==> src/rtl/core/gamepad_event_encoder_assert.svh <==
// ----------------------------------------------------------------------------
// gamepad_event_encoder_assert.svh
// Assertion macros used by the gamepad event encoder RTL. They expect the
// clock i_clk and the active-low reset i_rst_n in the scope of use.
// ----------------------------------------------------------------------------
`ifndef GAMEPAD_EVENT_ENCODER_ASSERT_SVH
`define GAMEPAD_EVENT_ENCODER_ASSERT_SVH

// same-cycle implication
`define GEE_ASSERT_NOW(lbl, ante, cons) \
    lbl: assert property (@(posedge i_clk) disable iff (!i_rst_n) (ante) |-> (cons)) \
        else $error("gamepad event encoder: same-cycle check failed");

// next-cycle implication
`define GEE_ASSERT_NEXT(lbl, ante, cons) \
    lbl: assert property (@(posedge i_clk) disable iff (!i_rst_n) (ante) |=> (cons)) \
        else $error("gamepad event encoder: next-cycle check failed");

`endif

==> src/rtl/core/gee_pkg.sv <==
// ----------------------------------------------------------------------------
// gee_pkg
// Types and constants of the gamepad event encoder: sample and event
// payloads, configuration set, event kinds and register map.
// ----------------------------------------------------------------------------
package gee_pkg;

    // widths fixed by the sample and event formats
    localparam int BTN_W     = 16;
    localparam int BTN_IDX_W = 4;
    localparam int STICK_W   = 8;
    localparam int KIND_W    = 3;
    localparam int APB_DW    = 32;
    localparam int PADDR_W   = 4;

    // default number of buttons taking part in the scan
    localparam int BUTTON_COUNT_DEF = 16;

    // upper six bits of a stick value count as movement
    localparam logic [STICK_W-1:0] STICK_MASK = 8'hFC;

    // event kinds
    localparam logic [KIND_W-1:0] EV_ANNOUNCE = 3'd0;
    localparam logic [KIND_W-1:0] EV_PUSH     = 3'd1;
    localparam logic [KIND_W-1:0] EV_RELEASE  = 3'd2;
    localparam logic [KIND_W-1:0] EV_NONE     = 3'd3;
    localparam logic [KIND_W-1:0] EV_STICK    = 3'd4;

    // register indexes (byte address / 4)
    localparam logic [1:0] REG_ENABLED_BUTTONS     = 2'd0;
    localparam logic [1:0] REG_STICKS_ENABLED      = 2'd1;
    localparam logic [1:0] REG_STICKS_EVERY_SAMPLE = 2'd2;

    // reset values
    localparam logic [BTN_W-1:0] ENABLED_BUTTONS_RST = 16'hFFFF;

    typedef struct packed {
        logic [BTN_W-1:0]   button_bits;
        logic [STICK_W-1:0] left_x;
        logic [STICK_W-1:0] left_y;
        logic [STICK_W-1:0] right_x;
        logic [STICK_W-1:0] right_y;
        logic               poll_tick;
        logic               analog_tick;
    } t_sample;

    typedef struct packed {
        logic [KIND_W-1:0]    event_kind;
        logic [BTN_IDX_W-1:0] button_index;
        logic [STICK_W-1:0]   out_left_x;
        logic [STICK_W-1:0]   out_left_y;
        logic [STICK_W-1:0]   out_right_x;
        logic [STICK_W-1:0]   out_right_y;
        logic                 last_of_run;
    } t_event;

    typedef struct packed {
        logic [BTN_W-1:0] enabled_buttons;
        logic             sticks_enabled;
        logic             sticks_every_sample;
    } t_cfg;

endpackage

==> src/rtl/core/gee_if.sv <==
// ----------------------------------------------------------------------------
// gee_if
// Valid/ready channels of the gamepad event encoder: sample in, event out.
// ----------------------------------------------------------------------------
interface gee_sample_if;
    logic              valid;
    logic              ready;
    gee_pkg::t_sample  data;

    modport source (output valid, output data, input ready);
    modport sink   (input valid, input data, output ready);
endinterface

interface gee_event_if;
    logic             valid;
    logic             ready;
    gee_pkg::t_event  data;

    modport source (output valid, output data, input ready);
    modport sink   (input valid, input data, output ready);
endinterface

==> src/rtl/core/gee_apb_regs.sv <==
// ----------------------------------------------------------------------------
// gee_apb_regs
// APB register file: button enable mask, stick enable, stick every-sample.
// Writes land on the access phase; unknown indexes are ignored.
// ----------------------------------------------------------------------------
module gee_apb_regs (
    input  logic                         i_clk,
    input  logic                         i_rst_n,
    input  logic                         psel,
    input  logic                         penable,
    input  logic                         pwrite,
    input  logic [gee_pkg::PADDR_W-1:0]  paddr,
    input  logic [gee_pkg::APB_DW-1:0]   pwdata,
    output logic [gee_pkg::APB_DW-1:0]   prdata,
    output logic                         pready,
    output gee_pkg::t_cfg                o_cfg
);

    gee_pkg::t_cfg r_cfg;
    logic [1:0]    reg_idx;
    logic          wr_en;

    assign pready  = 1'b1;
    assign reg_idx = paddr[3:2];
    assign wr_en   = psel && penable && pwrite && pready;

    // register writes
    always_ff @(posedge i_clk) begin
        if (!i_rst_n) begin
            r_cfg.enabled_buttons     <= gee_pkg::ENABLED_BUTTONS_RST;
            r_cfg.sticks_enabled      <= 1'b1;
            r_cfg.sticks_every_sample <= 1'b0;
        end else if (wr_en) begin
            unique case (reg_idx)
                gee_pkg::REG_ENABLED_BUTTONS:
                    r_cfg.enabled_buttons <= pwdata[gee_pkg::BTN_W-1:0];
                gee_pkg::REG_STICKS_ENABLED:
                    r_cfg.sticks_enabled <= pwdata[0];
                gee_pkg::REG_STICKS_EVERY_SAMPLE:
                    r_cfg.sticks_every_sample <= pwdata[0];
                default: ;
            endcase
        end
    end

    // read mux
    always_comb begin
        prdata = '0;
        unique case (reg_idx)
            gee_pkg::REG_ENABLED_BUTTONS:
                prdata = {{(gee_pkg::APB_DW-gee_pkg::BTN_W){1'b0}}, r_cfg.enabled_buttons};
            gee_pkg::REG_STICKS_ENABLED:
                prdata = {{(gee_pkg::APB_DW-1){1'b0}}, r_cfg.sticks_enabled};
            gee_pkg::REG_STICKS_EVERY_SAMPLE:
                prdata = {{(gee_pkg::APB_DW-1){1'b0}}, r_cfg.sticks_every_sample};
            default:
                prdata = '0;
        endcase
    end

    assign o_cfg = r_cfg;

endmodule

==> src/rtl/core/gamepad_event_encoder.sv <==
// ----------------------------------------------------------------------------
// gamepad_event_encoder
// Turns gamepad samples into a run of announce, button, no-button and stick
// events, the button events coming from a bit-serial button scan.
// ----------------------------------------------------------------------------
// Usage:
//   i_smp  : one sample per request (buttons, four stick axes, poll/analog ticks).
//            Ready only while the sequencer is idle.
//   o_evt  : events, last_of_run set on the final event of a sample. A sample
//            may give no events at all.
//   APB    : enabled_buttons at 0x0, sticks_enabled at 0x4,
//            sticks_every_sample at 0x8. Write only while idle.
// Sequence: a sample is taken in idle; the state register then steps through
//   the announce, scan, no-button and stick states as needed, and each event
//   state loads its event into the output register. The scan shifts the button
//   event mask one bit a cycle from button 0 while the output register is not
//   held, and stops after the highest button with an event. The sequencer is
//   back to ready the cycle after its last event is produced.
// Stall: while the output register is held, the sequencer waits; nothing is
//   dropped. The last event may still wait while the next sample is taken.
// Reset: synchronous, active low; clears state, counter and pending flags and
//   loads register defaults (all buttons on, sticks on, tick-paced sticks).
// ----------------------------------------------------------------------------
`include "gamepad_event_encoder_assert.svh"

module gamepad_event_encoder #(
    parameter int BUTTON_COUNT = gee_pkg::BUTTON_COUNT_DEF
) (
    input  logic                         i_clk,
    input  logic                         i_rst_n,
    gee_sample_if.sink                   i_smp,
    gee_event_if.source                  o_evt,
    input  logic                         psel,
    input  logic                         penable,
    input  logic                         pwrite,
    input  logic [gee_pkg::PADDR_W-1:0]  paddr,
    input  logic [gee_pkg::APB_DW-1:0]   pwdata,
    output logic [gee_pkg::APB_DW-1:0]   prdata,
    output logic                         pready
);

    localparam int SCAN_LEN = (BUTTON_COUNT >= gee_pkg::BTN_W) ? gee_pkg::BTN_W : BUTTON_COUNT;
    localparam logic [gee_pkg::BTN_W-1:0] ACTIVE_MASK =
        gee_pkg::BTN_W'((33'd1 << SCAN_LEN) - 33'd1);

    typedef enum logic [4:0] {
        S_IDLE  = 5'b00001,
        S_ANN   = 5'b00010,
        S_SCAN  = 5'b00100,
        S_NONE  = 5'b01000,
        S_STICK = 5'b10000
    } t_state;

    gee_pkg::t_cfg cfg;

    gee_apb_regs u_regs (
        .i_clk   (i_clk),
        .i_rst_n (i_rst_n),
        .psel    (psel),
        .penable (penable),
        .pwrite  (pwrite),
        .paddr   (paddr),
        .pwdata  (pwdata),
        .prdata  (prdata),
        .pready  (pready),
        .o_cfg   (cfg)
    );

    // persistent state
    logic [gee_pkg::BTN_W-1:0]          r_prev_btn;
    logic [3:0][gee_pkg::STICK_W-1:0]   r_prev_sticks;
    logic                               r_dpoll;
    logic                               r_apoll;
    logic                               r_due;
    logic [7:0]                         r_ann_cnt;

    // sequencer
    t_state                             r_state;
    t_state                             n_state;
    logic [gee_pkg::BTN_W-1:0]          r_emit;
    logic [gee_pkg::BTN_W-1:0]          r_level;
    logic [gee_pkg::BTN_IDX_W-1:0]      r_idx;
    logic                               r_do_none;
    logic                               r_do_stick;

    // output register
    logic                               r_out_valid;
    gee_pkg::t_event                    r_out;
    gee_pkg::t_event                    n_out;
    logic                               produce;

    // sample decode
    gee_pkg::t_sample                   smp;
    logic                               accept;
    logic                               adv;
    logic [gee_pkg::BTN_W-1:0]          btn;
    logic                               dpoll;
    logic                               apoll;
    logic                               due;
    logic                               scan_run;
    logic [gee_pkg::BTN_W-1:0]          emit;
    logic                               do_ann;
    logic                               do_none;
    logic                               stick_chk;
    logic                               moved;
    logic                               do_stick;
    logic                               has_events;
    logic [3:0][gee_pkg::STICK_W-1:0]   sticks;
    t_state                             first_state;
    t_state                             after_scan;
    t_state                             after_ann;
    t_state                             after_none;
    logic                               scan_done;

    assign smp         = i_smp.data;
    assign i_smp.ready = (r_state == S_IDLE);
    assign accept      = i_smp.valid && i_smp.ready;
    assign adv         = !r_out_valid || o_evt.ready;

    // decisions for a new sample
    always_comb begin
        sticks    = {smp.right_y, smp.right_x, smp.left_y, smp.left_x};
        btn       = smp.button_bits & cfg.enabled_buttons & ACTIVE_MASK;
        dpoll     = r_dpoll || smp.poll_tick;
        apoll     = r_apoll || smp.poll_tick;
        due       = r_due || smp.analog_tick;
        scan_run  = (btn != r_prev_btn) || dpoll;
        emit      = scan_run ? ((btn ^ r_prev_btn) | (dpoll ? btn : '0)) : '0;
        do_ann    = (r_ann_cnt == 8'd0);
        do_none   = scan_run && (btn == '0);
        stick_chk = cfg.sticks_enabled && (due || cfg.sticks_every_sample);
        moved     = apoll;
        for (int k = 0; k < 4; k++) begin
            if ((sticks[k] & gee_pkg::STICK_MASK) !=
                (r_prev_sticks[k] & gee_pkg::STICK_MASK)) begin
                moved = 1'b1;
            end
        end
        do_stick  = stick_chk && moved;
        priority if (do_ann)       first_state = S_ANN;
        else if (emit != '0)       first_state = S_SCAN;
        else if (do_none)          first_state = S_NONE;
        else if (do_stick)         first_state = S_STICK;
        else                       first_state = S_IDLE;
    end

    assign has_events = do_ann || (emit != '0) || do_none || do_stick;

    // follow-on states from the stored run flags
    always_comb begin
        after_none = r_do_stick ? S_STICK : S_IDLE;
        after_scan = r_do_none ? S_NONE : after_none;
        after_ann  = (r_emit != '0) ? S_SCAN : after_scan;
        scan_done  = ((r_emit >> 1) == '0);
    end

    // event generation, one step per advance
    always_comb begin
        n_state = r_state;
        produce = 1'b0;
        n_out   = '0;
        unique case (r_state)
            S_IDLE: begin
                if (accept) begin
                    n_state = first_state;
                end
            end
            S_ANN: begin
                if (adv) begin
                    produce          = 1'b1;
                    n_out.event_kind = gee_pkg::EV_ANNOUNCE;
                    n_out.last_of_run = (after_ann == S_IDLE);
                    n_state          = after_ann;
                end
            end
            S_SCAN: begin
                if (adv) begin
                    produce            = r_emit[0];
                    n_out.event_kind   = r_level[0] ? gee_pkg::EV_PUSH : gee_pkg::EV_RELEASE;
                    n_out.button_index = r_idx;
                    n_out.last_of_run  = scan_done && (after_scan == S_IDLE);
                    if (scan_done) begin
                        n_state = after_scan;
                    end
                end
            end
            S_NONE: begin
                if (adv) begin
                    produce           = 1'b1;
                    n_out.event_kind  = gee_pkg::EV_NONE;
                    n_out.last_of_run = (after_none == S_IDLE);
                    n_state           = after_none;
                end
            end
            S_STICK: begin
                if (adv) begin
                    produce           = 1'b1;
                    n_out.event_kind  = gee_pkg::EV_STICK;
                    n_out.out_left_x  = r_prev_sticks[0];
                    n_out.out_left_y  = r_prev_sticks[1];
                    n_out.out_right_x = r_prev_sticks[2];
                    n_out.out_right_y = r_prev_sticks[3];
                    n_out.last_of_run = 1'b1;
                    n_state           = S_IDLE;
                end
            end
            default: begin
                n_state = S_IDLE;
            end
        endcase
    end

    // control and persistent state
    always_ff @(posedge i_clk) begin
        if (!i_rst_n) begin
            r_state       <= S_IDLE;
            r_out_valid   <= 1'b0;
            r_prev_btn    <= '0;
            r_prev_sticks <= '0;
            r_dpoll       <= 1'b0;
            r_apoll       <= 1'b0;
            r_due         <= 1'b0;
            r_ann_cnt     <= '0;
            r_do_none     <= 1'b0;
            r_do_stick    <= 1'b0;
        end else begin
            r_state <= n_state;
            if (produce) begin
                r_out_valid <= 1'b1;
            end else if (o_evt.ready) begin
                r_out_valid <= 1'b0;
            end
            if (accept) begin
                r_ann_cnt  <= r_ann_cnt + 8'd1;
                r_do_none  <= do_none;
                r_do_stick <= do_stick;
                if (scan_run) begin
                    r_prev_btn <= btn;
                    r_dpoll    <= 1'b0;
                end else begin
                    r_dpoll    <= dpoll;
                end
                if (stick_chk) begin
                    r_due   <= 1'b0;
                    r_apoll <= 1'b0;
                end else begin
                    r_due   <= due;
                    r_apoll <= apoll;
                end
                if (do_stick) begin
                    r_prev_sticks <= sticks;
                end
            end
        end
    end

    // scan shifter and output payload
    always_ff @(posedge i_clk) begin
        if (accept) begin
            r_emit  <= emit;
            r_level <= btn;
            r_idx   <= '0;
        end else if (r_state == S_SCAN && adv) begin
            r_emit  <= r_emit >> 1;
            r_level <= r_level >> 1;
            r_idx   <= r_idx + 1'b1;
        end
        if (produce) begin
            r_out <= n_out;
        end
    end

    assign o_evt.valid = r_out_valid;
    assign o_evt.data  = r_out;

    // checks
    `GEE_ASSERT_NOW(a_scan_has_work, r_state == S_SCAN, r_emit != '0)
    `GEE_ASSERT_NEXT(a_run_starts, accept && has_events, r_state != S_IDLE)
    `GEE_ASSERT_NOW(a_stick_is_last, o_evt.valid && o_evt.data.event_kind == gee_pkg::EV_STICK, o_evt.data.last_of_run)

endmodule
==> src/flat_wrapper.sv <==
// flat-port wrapper written by rule: the top's interface ports become plain ports
module gamepad_event_encoder_flat 
#(
    parameter int BUTTON_COUNT = gee_pkg::BUTTON_COUNT_DEF
)
  (i_clk, i_rst_n, psel, penable, pwrite, paddr, pwdata, prdata, pready, i_smp_valid, i_smp_data, i_smp_ready, o_evt_valid, o_evt_data, o_evt_ready);
  gee_sample_if i_smp_i ();
  gee_event_if o_evt_i ();
  input  logic i_clk;
  input  logic i_rst_n;
  input  logic psel;
  input  logic penable;
  input  logic pwrite;
  input  logic [gee_pkg::PADDR_W-1:0] paddr;
  input  logic [gee_pkg::APB_DW-1:0] pwdata;
  output logic [gee_pkg::APB_DW-1:0] prdata;
  output logic pready;
  input wire logic [$bits(i_smp_i.valid)-1:0] i_smp_valid;
  input wire logic [$bits(i_smp_i.data)-1:0] i_smp_data;
  output wire logic [$bits(i_smp_i.ready)-1:0] i_smp_ready;
  output wire logic [$bits(o_evt_i.valid)-1:0] o_evt_valid;
  output wire logic [$bits(o_evt_i.data)-1:0] o_evt_data;
  input wire logic [$bits(o_evt_i.ready)-1:0] o_evt_ready;
  assign i_smp_i.valid = i_smp_valid;
  assign i_smp_i.data = i_smp_data;
  assign i_smp_ready = i_smp_i.ready;
  assign o_evt_valid = o_evt_i.valid;
  assign o_evt_data = o_evt_i.data;
  assign o_evt_i.ready = o_evt_ready;
  gamepad_event_encoder #(.BUTTON_COUNT(BUTTON_COUNT)) u_core (.i_clk(i_clk), .i_rst_n(i_rst_n), .i_smp(i_smp_i), .o_evt(o_evt_i), .psel(psel), .penable(penable), .pwrite(pwrite), .paddr(paddr), .pwdata(pwdata), .prdata(prdata), .pready(pready));
endmodule
==> config.mk <==
export PLATFORM = sky130hd
export DESIGN_NAME = gamepad_event_encoder_flat
export DESIGN_NICKNAME = d
export VERILOG_FILES = /design/src/rtl/core/gee_pkg.sv /design/src/rtl/core/gee_if.sv /design/src/rtl/core/gee_apb_regs.sv /design/src/rtl/core/gamepad_event_encoder.sv /design/src/flat_wrapper.sv
export VERILOG_INCLUDE_DIRS = /design/src /design/src/rtl/core
export SDC_FILE = /design/constraint.sdc
export NUM_CORES = 1
export LEC_CHECK = 0
export BUFFER_PORTS_ARGS = -buffer_cell sky130_fd_sc_hd__buf_2
export CAP_MARGIN = 15
export CORE_MARGIN = 5
export CORE_UTILIZATION = 45
export DETAILED_ROUTE_END_ITERATION = 10
export GPL_TIMING_DRIVEN = 0
export PLACE_DENSITY_LB_ADDON = 0.1
export SETUP_SLACK_MARGIN = 0.1
export SYNTH_ARGS = -nofsm -noshare
export SYNTH_HDL_FRONTEND = slang
export SYNTH_SLANG_ARGS = --single-unit
export TNS_END_PERCENT = 20
==> constraint.sdc <==
create_clock -name i_clk -period 3.7 [get_ports i_clk]
set_input_delay 0.555 -clock i_clk [delete_from_list [all_inputs] [get_ports i_clk]]
set_output_delay 0.555 -clock i_clk [all_outputs]
set_load 0.03 [all_outputs]
==> flow_metrics.env, run 1 <==
export IMPL_async_flop_share=0
export IMPL_path_cells="buf_4 -> nor2b_1 -> nand2_2 -> inv_2 -> nand2_4 -> clkbuf_1 -> clkbuf_1 -> o21ai_4 -> buf_16"
export IMPL_critPathSlowestCell="clkbuf_1"
export IMPL_synth_cell_types=57
export IMPL_cts_root_buf="clkbuf_16"
export IMPL_synthCells=786
export IMPL_grt_max_degree=35
export IMPL_seq_area_frac_synth=0.520
export IMPL_fin_crit_ns=2.65
export IMPL_ctsResizeCount=0
export IMPL_dp_hpwl_mm=14.8
export IMPL_die_x_um=140
export IMPL_grt_usage=0.201
export IMPL_via_count=6125
export IMPL_antenna_found_initial=0
export IMPL_cts_setup_buffers=0
export IMPL_ios=168
export IMPL_wire_per_inst_um=16.6
export IMPL_drt_initial_drc_count=367
export IMPL_first_pass_iters=5
export IMPL_path_common_cell="clkbuf_1"
export IMPL_regToRegEndpoint="u_core.r_level[11]"
export IMPL_dieArea_um2=19600
export IMPL_fin_ws_ns=1.05
export IMPL_maxSlewHeadroom=0.315
export IMPL_finalCoreUtilization=0.559
export IMPL_finalHoldViolCount=0
export IMPL_syn_to_final_growth_pct=22.1
export IMPL_crit_start="u_core.r_state[0]"
export IMPL_maxSlewViolCount=0
export IMPL_fin_setup_tns_ns=0
export IMPL_critPathLaunchType="flip-flop"
export IMPL_hold_buffers=0
export IMPL_clkLatencyLatePin_ns=0.43
export IMPL_synth_edff_count=72
export IMPL_rrSetupSlack_ns=1.05
export IMPL_critPathMaxFanout=18
export IMPL_rsz0062_at_grt="no"
export IMPL_tightest_slew_ns=1.02
export IMPL_maxCapViolCount=0
export IMPL_grt_overflow_total=0
export IMPL_coreArea_um2=16600
export IMPL_cts_buffers=17
export IMPL_final_common_cell="buf_2"
export IMPL_fin_skew_ns=0.00897
export IMPL_p_leak_nw=3.81
export IMPL_layout_cells_most_common_list="139 x buf_2, 112 x nand2_1, 89 x dfxtp_1"
export IMPL_status="completed"
export IMPL_wl_mm=19.7
export IMPL_ant_nets=0
export IMPL_synthFlopType="dfxtp_1"
export IMPL_grt_pass1_wl_mm=31.2
export IMPL_period_share=0.715
export IMPL_cts_buffer_depth=2
export IMPL_cts_tree="done"
export IMPL_place_gp_congestion=0.936
export IMPL_crit_path_end_kind="flip-flop"
export IMPL_slowest_delay_ns=0.47
export IMPL_ir_drop_v=0.000347
export IMPL_rows=47
export IMPL_clk_transition_reported_paths_ns=0.07
export IMPL_drc_errors=0
export IMPL_cts_sinks=161
export IMPL_start_util=0.458
export IMPL_max_freq_mhz=378
export IMPL_ys_seq_elements=161
export IMPL_power_density_nw_per_um2=656
export IMPL_finalSetupViolations=0
export IMPL_port_buffers=132
export IMPL_r2r_start="u_core.r_state[0]"
export IMPL_crit_required_ns=3.88
export IMPL_syn_avg_cell_area_um2=9.65
export IMPL_netlist_area_um2=7590
export IMPL_drive_gt1_frac=0.218
export IMPL_min_path_type="in2reg"
export IMPL_ys_warn_count=0
export IMPL_die_h_um=140
export IMPL_crit_path_end="u_core.r_level[11]"
export IMPL_rr_worst_depth=9
export IMPL_worstSetupPathType="reg2reg"
export IMPL_htree_levels=4
export IMPL_avgViaCountPerCell=5.16
export IMPL_n_antenna_cell=0
export IMPL_nets=1050
export IMPL_arrival_ns=2.83
export IMPL_grt_pass1_vias=5811
export IMPL_dp_slack_ns=1.06
-- power by group --
group | total [W] | switching (W) | internal (W)
combinational | 0.00172 | 0.00109 | 0.000630
sequential | 0.00251 | 0.000188 | 0.00232
clock | 0.00185 | 0.000765 | 0.00109
total | 0.00607 | 0.00204 | 0.00403
-- metrics by stage --
stage               total power, W  hold WS [ns]  cells  cell area [µm²]
global placement           0.00421         0.452   1153             8580
floorplan                  0.00373         0.430    801             7640
CTS                        0.00611         0.322   1187             9260
detailed placement         0.00426         0.456   1155             8640
finish                     0.00607         0.336   1187             9260
global route               0.00640         0.343   1187             9260
-- final cells by class --
cell class / count / area (µm²)
multi-input combinational: 577 / 3370
clock buffer: 17 / 425
fill: 1541 / 7320
clock inverter: 15 / 198
tap: 220 / 275
buffer: 55 / 313
sequential: 161 / 3940
inverter: 8 / 30.0
timing repair buffer: 134 / 708
-- Yosys cell counts, drive strengths merged (8+ instances only) --
cell / number / area (µm²)
o21ai: 20 / 100
nor3: 11 / 66.3
inv: 8 / 30.0
nand2b: 14 / 87.6
nand4: 15 / 93.8
edfxtp: 72 / 2160
buf: 30 / 219
nor4: 8 / 56.3
nand2: 114 / 438
and2: 49 / 307
nor2: 76 / 285
xor2: 8 / 70.1
nand3: 35 / 175
dfxtp: 89 / 1780
xnor2: 29 / 254
mux2i: 37 / 370
nor4bb: 11 / 110
a21oi: 53 / 265
and3: 21 / 131
clkbuf: 25 / 93.8
-- critical path: cells and delay by family (launching register included) --
kind	cells	cell delay, ns
buffers and inverters	5	1.40
and+or+nand+nor	3	0.38
DFF	1	0.32
AOI/OAI and AO/OA	1	0.30
-- layer usage --
| layer | GRT usage | part of all wire | vias to the layer above |
|---|---|---|---|
| met5 | 0 | 0 | - |
| met2 | 0.317 | 0.47 | 183 |
| met4 | 0.0592 | 0.017 | 0 |
| met3 | 0.0429 | 0.048 | 20 |
| met1 | 0.280 | 0.47 | 2850 |
| li1 | - | - | 3072 |
-- state kept, by name, summed over array words and instances, names as in the netlist, 4 cells and up --
signal                count
u_core.o_evt.data        40
u_core.r_prev_sticks     32
u_core.u_regs.o_cfg      18
u_core.r_emit            16
u_core.r_level           16
u_core.r_prev_btn        16
u_core.r_ann_cnt          8
u_core.r_state            5
u_core.r_idx              4
-- cell families (layout without fill, tap and decap cells) --
kind of cell	count (synthesis)	after routing	share of synthesized area
and+or+nand+nor	372	372	0.249
DFF	161	161	0.520
AOI/OAI and AO/OA	110	110	0.0872
buffers and inverters	63	229	0.0452
muxes	38	38	0.0503
xor gates and xnor gates	37	37	0.0427
adders and majority gates	3	3	0.00495
other	2	17	0.000990
-- how the worst min path moves through the flow --
| stage | end | depth (start not counted) | start | slack (ns) |
|---|---|---|---|---|
| floorplan | u_core.r_apoll | 2 | u_core.r_apoll | 0.43 |
| global placement | u_core.r_apoll | 2 | u_core.r_apoll | 0.45 |
| detailed placement | u_core.r_apoll | 2 | u_core.r_apoll | 0.46 |
| CTS | u_core.u_regs.o_cfg[8] | 3 | pwdata[6] | 0.32 |
| global route | u_core.u_regs.o_cfg[7] | 3 | pwdata[5] | 0.34 |
| finish | u_core.u_regs.o_cfg[8] | 3 | pwdata[6] | 0.34 |
Power figures use the tool's default switching activity.
==> run 2: changes to the inputs <==
==> constraint.sdc (replaced) <==
create_clock -name i_clk -period 2.7 [get_ports i_clk]
set_input_delay 0.405 -clock i_clk [delete_from_list [all_inputs] [get_ports i_clk]]
set_output_delay 0.405 -clock i_clk [all_outputs]
set_load 0.03 [all_outputs]
==> run 2 against run 1 <==
- worst setup slack worse by 0.74 ns
- largest power group unchanged
- non-clock buffer count unchanged
- critical endpoint is now u_core.o_evt.data[7]
- sequential share of layout area up 0.23 points
- first-iteration DRC count up 29%
==> flow_metrics.env, run 2 (synthesis gave the netlist of run 1 again) <==
export IMPL_dp_slack_ns=0.177
export IMPL_rrSetupSlack_ns=0.32
export IMPL_grt_max_degree=35
export IMPL_crit_path_end_kind="flip-flop"
export IMPL_cts_setup_buffers=0
export IMPL_cts_buffers=17
export IMPL_power_density_nw_per_um2=881
export IMPL_nets=1050
export IMPL_clkLatencyLatePin_ns=0.43
export IMPL_crit_required_ns=2.99
export IMPL_cts_root_buf="clkbuf_16"
export IMPL_place_area_um2=8630
export IMPL_layout_cells_most_common_list="139 x buf_2, 112 x nand2_1, 89 x dfxtp_1"
export IMPL_slowest_delay_ns=0.91
export IMPL_dieArea_um2=19600
export IMPL_ant_nets=0
export IMPL_cts_sinks=161
export IMPL_grt_usage=0.200
export IMPL_critPathSlowestCell="nor4_1"
export IMPL_arrival_ns=2.67
export IMPL_path_cells="nor2b_1 -> clkbuf_1 -> nor4_1 -> clkbuf_1 -> and2_1"
export IMPL_syn_to_final_growth_pct=21.4
export IMPL_hold_path_end="u_core.u_regs.o_cfg[6]"
export IMPL_htree_levels=4
export IMPL_tightest_slew_ns=1.05
export IMPL_wire_per_inst_um=16.4
export IMPL_finalCoreUtilization=0.556
export IMPL_critPathLaunchType="flip-flop"
export IMPL_grt_overflow_total=0
export IMPL_switchingPower_w=0.00285
export IMPL_path_common_cell="clkbuf_1"
export IMPL_fin_setup_tns_ns=0
export IMPL_clk_transition_reported_paths_ns=0.07
export IMPL_design_area_um2=9210
export IMPL_via_count=6162
export IMPL_coreArea_um2=16600
export IMPL_fin_skew_ns=0.0124
export IMPL_p_leak_nw=3.79
export IMPL_regToRegEndpoint="u_core.o_evt.data[7]"
export IMPL_num_fill_cells=1554
export IMPL_hp_start="pwdata[4]"
export IMPL_switching_share=0.351
export IMPL_power_internal_w=0.00527
export IMPL_power_frac_clock=0.290
export IMPL_drc_errors=0
export IMPL_routed_top_layer="met4"
export IMPL_cts_buffer_depth=2
export IMPL_maxCapViolCount=0
export IMPL_rr_worst_depth=5
export IMPL_r2r_start="u_core.o_evt.valid"
export IMPL_largest_reg_flops=40
export IMPL_antenna_found_initial=0
export IMPL_finalSetupViolations=0
export IMPL_rsz0062_at_grt="yes"
export IMPL_die_h_um=140
export IMPL_maxSlewViolCount=0
export IMPL_rows=47
export IMPL_combPwrFrac=0.289
export IMPL_drive_gt1_frac=0.219
export IMPL_final_common_cell="buf_2"
export IMPL_fin_crit_ns=2.38
export IMPL_hold_depth=3
export IMPL_port_buffers=132
export IMPL_worstSetupPathType="reg2reg"
export IMPL_seqPwrFrac=0.422
export IMPL_grt_pass1_vias=5869
export IMPL_wl_met1_mm=8.87
export IMPL_grt_pass1_wl_mm=31.0
export IMPL_max_freq_mhz=420
export IMPL_ir_drop_v=0.000426
export IMPL_finalPower_w=0.00811
export IMPL_ios=168
export IMPL_status="completed"
export IMPL_min_path_type="in2reg"
export IMPL_wl_mm=19.5
export IMPL_start_util=0.458
export IMPL_finalHoldViolCount=0
export IMPL_place_gp_congestion=0.917
export IMPL_period_share=0.883
export IMPL_cts_tree="done"
export IMPL_maxSlewHeadroom=0.297
export IMPL_route_met2_wl_mm=9.20
export IMPL_dp_hpwl_mm=14.6
export IMPL_first_pass_iters=5
export IMPL_drt_initial_drc_count=475
export IMPL_critPathMaxFanout=10
export IMPL_n_antenna_cell=0
export IMPL_wl_met3_mm=1.03
export IMPL_fin_ws_ns=0.317
export IMPL_avgViaCountPerCell=5.19
export IMPL_die_x_um=140
[run 2: changes by cell type in the layout (fill, tap and decap cells not counted)]
cell	change
inv_6	-1
inv_8	+3
buf_12	+1
clkinv_8	+2
clkinv_4	-1
buf_16	-1
clkbuf_1	-1
clkinv_2	+1
clkbuf_2	+1
clkinvlp_4	-1
bufinv_16	-3
[run 2: final cells by class]
class,instances,area [µm²],share of cell area
Buffer,55,314,0.0341
Clock buffer,17,425,0.0462
Clock inverter,15,154,0.0167
Inverter,8,30.0,0.00326
Multi-Input combinational cell,577,3370,0.366
Sequential cell,161,3940,0.428
Tap cell,220,275,0.0299
Timing Repair Buffer,134,701,0.0761
[run 2: worst max-delay path by stage]
stage | start | to | slack, ns | cells after the start
2_1_floorplan | u_core.r_state[2] | u_core.o_evt.data[0] | 0.33 | 5
3_3_place_gp | u_core.r_state[2] | u_core.o_evt.data[18] | -0.30 | 5
3_5_place_dp | o_evt_ready | u_core.o_evt.data[7] | 0.18 | 6
4_1_cts | u_core.r_state[0] | u_core.r_emit[13] | 0.19 | 9
5_1_grt | u_core.o_evt.valid | u_core.o_evt.data[28] | 0.07 | 5
6_report | u_core.o_evt.valid | u_core.o_evt.data[7] | 0.32 | 5
[run 2: power groups by stage]
stage | clock (W) | combinational [W] | sequential [W]
after detailed placement | 0 | 0.00234 | 0.00347
after global routing | 0.00252 | 0.00259 | 0.00347
after CTS | 0.00241 | 0.00235 | 0.00342
final | 0.00235 | 0.00234 | 0.00342
after global placement | 0 | 0.00228 | 0.00348
after floorplan | 0 | 0.00148 | 0.00362
[run 2: through the flow]
stage	hold slack [ns]	std cells
after floorplan	0.430	801
after global placement	0.450	1153
after detailed placement	0.472	1155
after CTS	0.161	1187
after global routing	0.177	1187
final	0.180	1187
[run 2: critical path, delay by kind of cell, from the launching register on]
kind                   cells  cell delay, ns
buffers and inverters      2            0.68
DFF                        1            0.32
and+or+nand+nor            3            1.25
[run 2: per-layer routing]
metal / up-vias / track usage
met4: 0 / 0.0683
met3: 37 / 0.0425
met5: - / 0
met2: 215 / 0.319
met1: 2847 / 0.272
li1: 3063 / -
[run 2: timing repair]
| item | in CTS | in global routing |
|---|---|---|
| gates resized for setup | 0 | 2 |
| endpoints found under the setup margin | 0 | 39 |
| hold buffers | 0 | 0 |
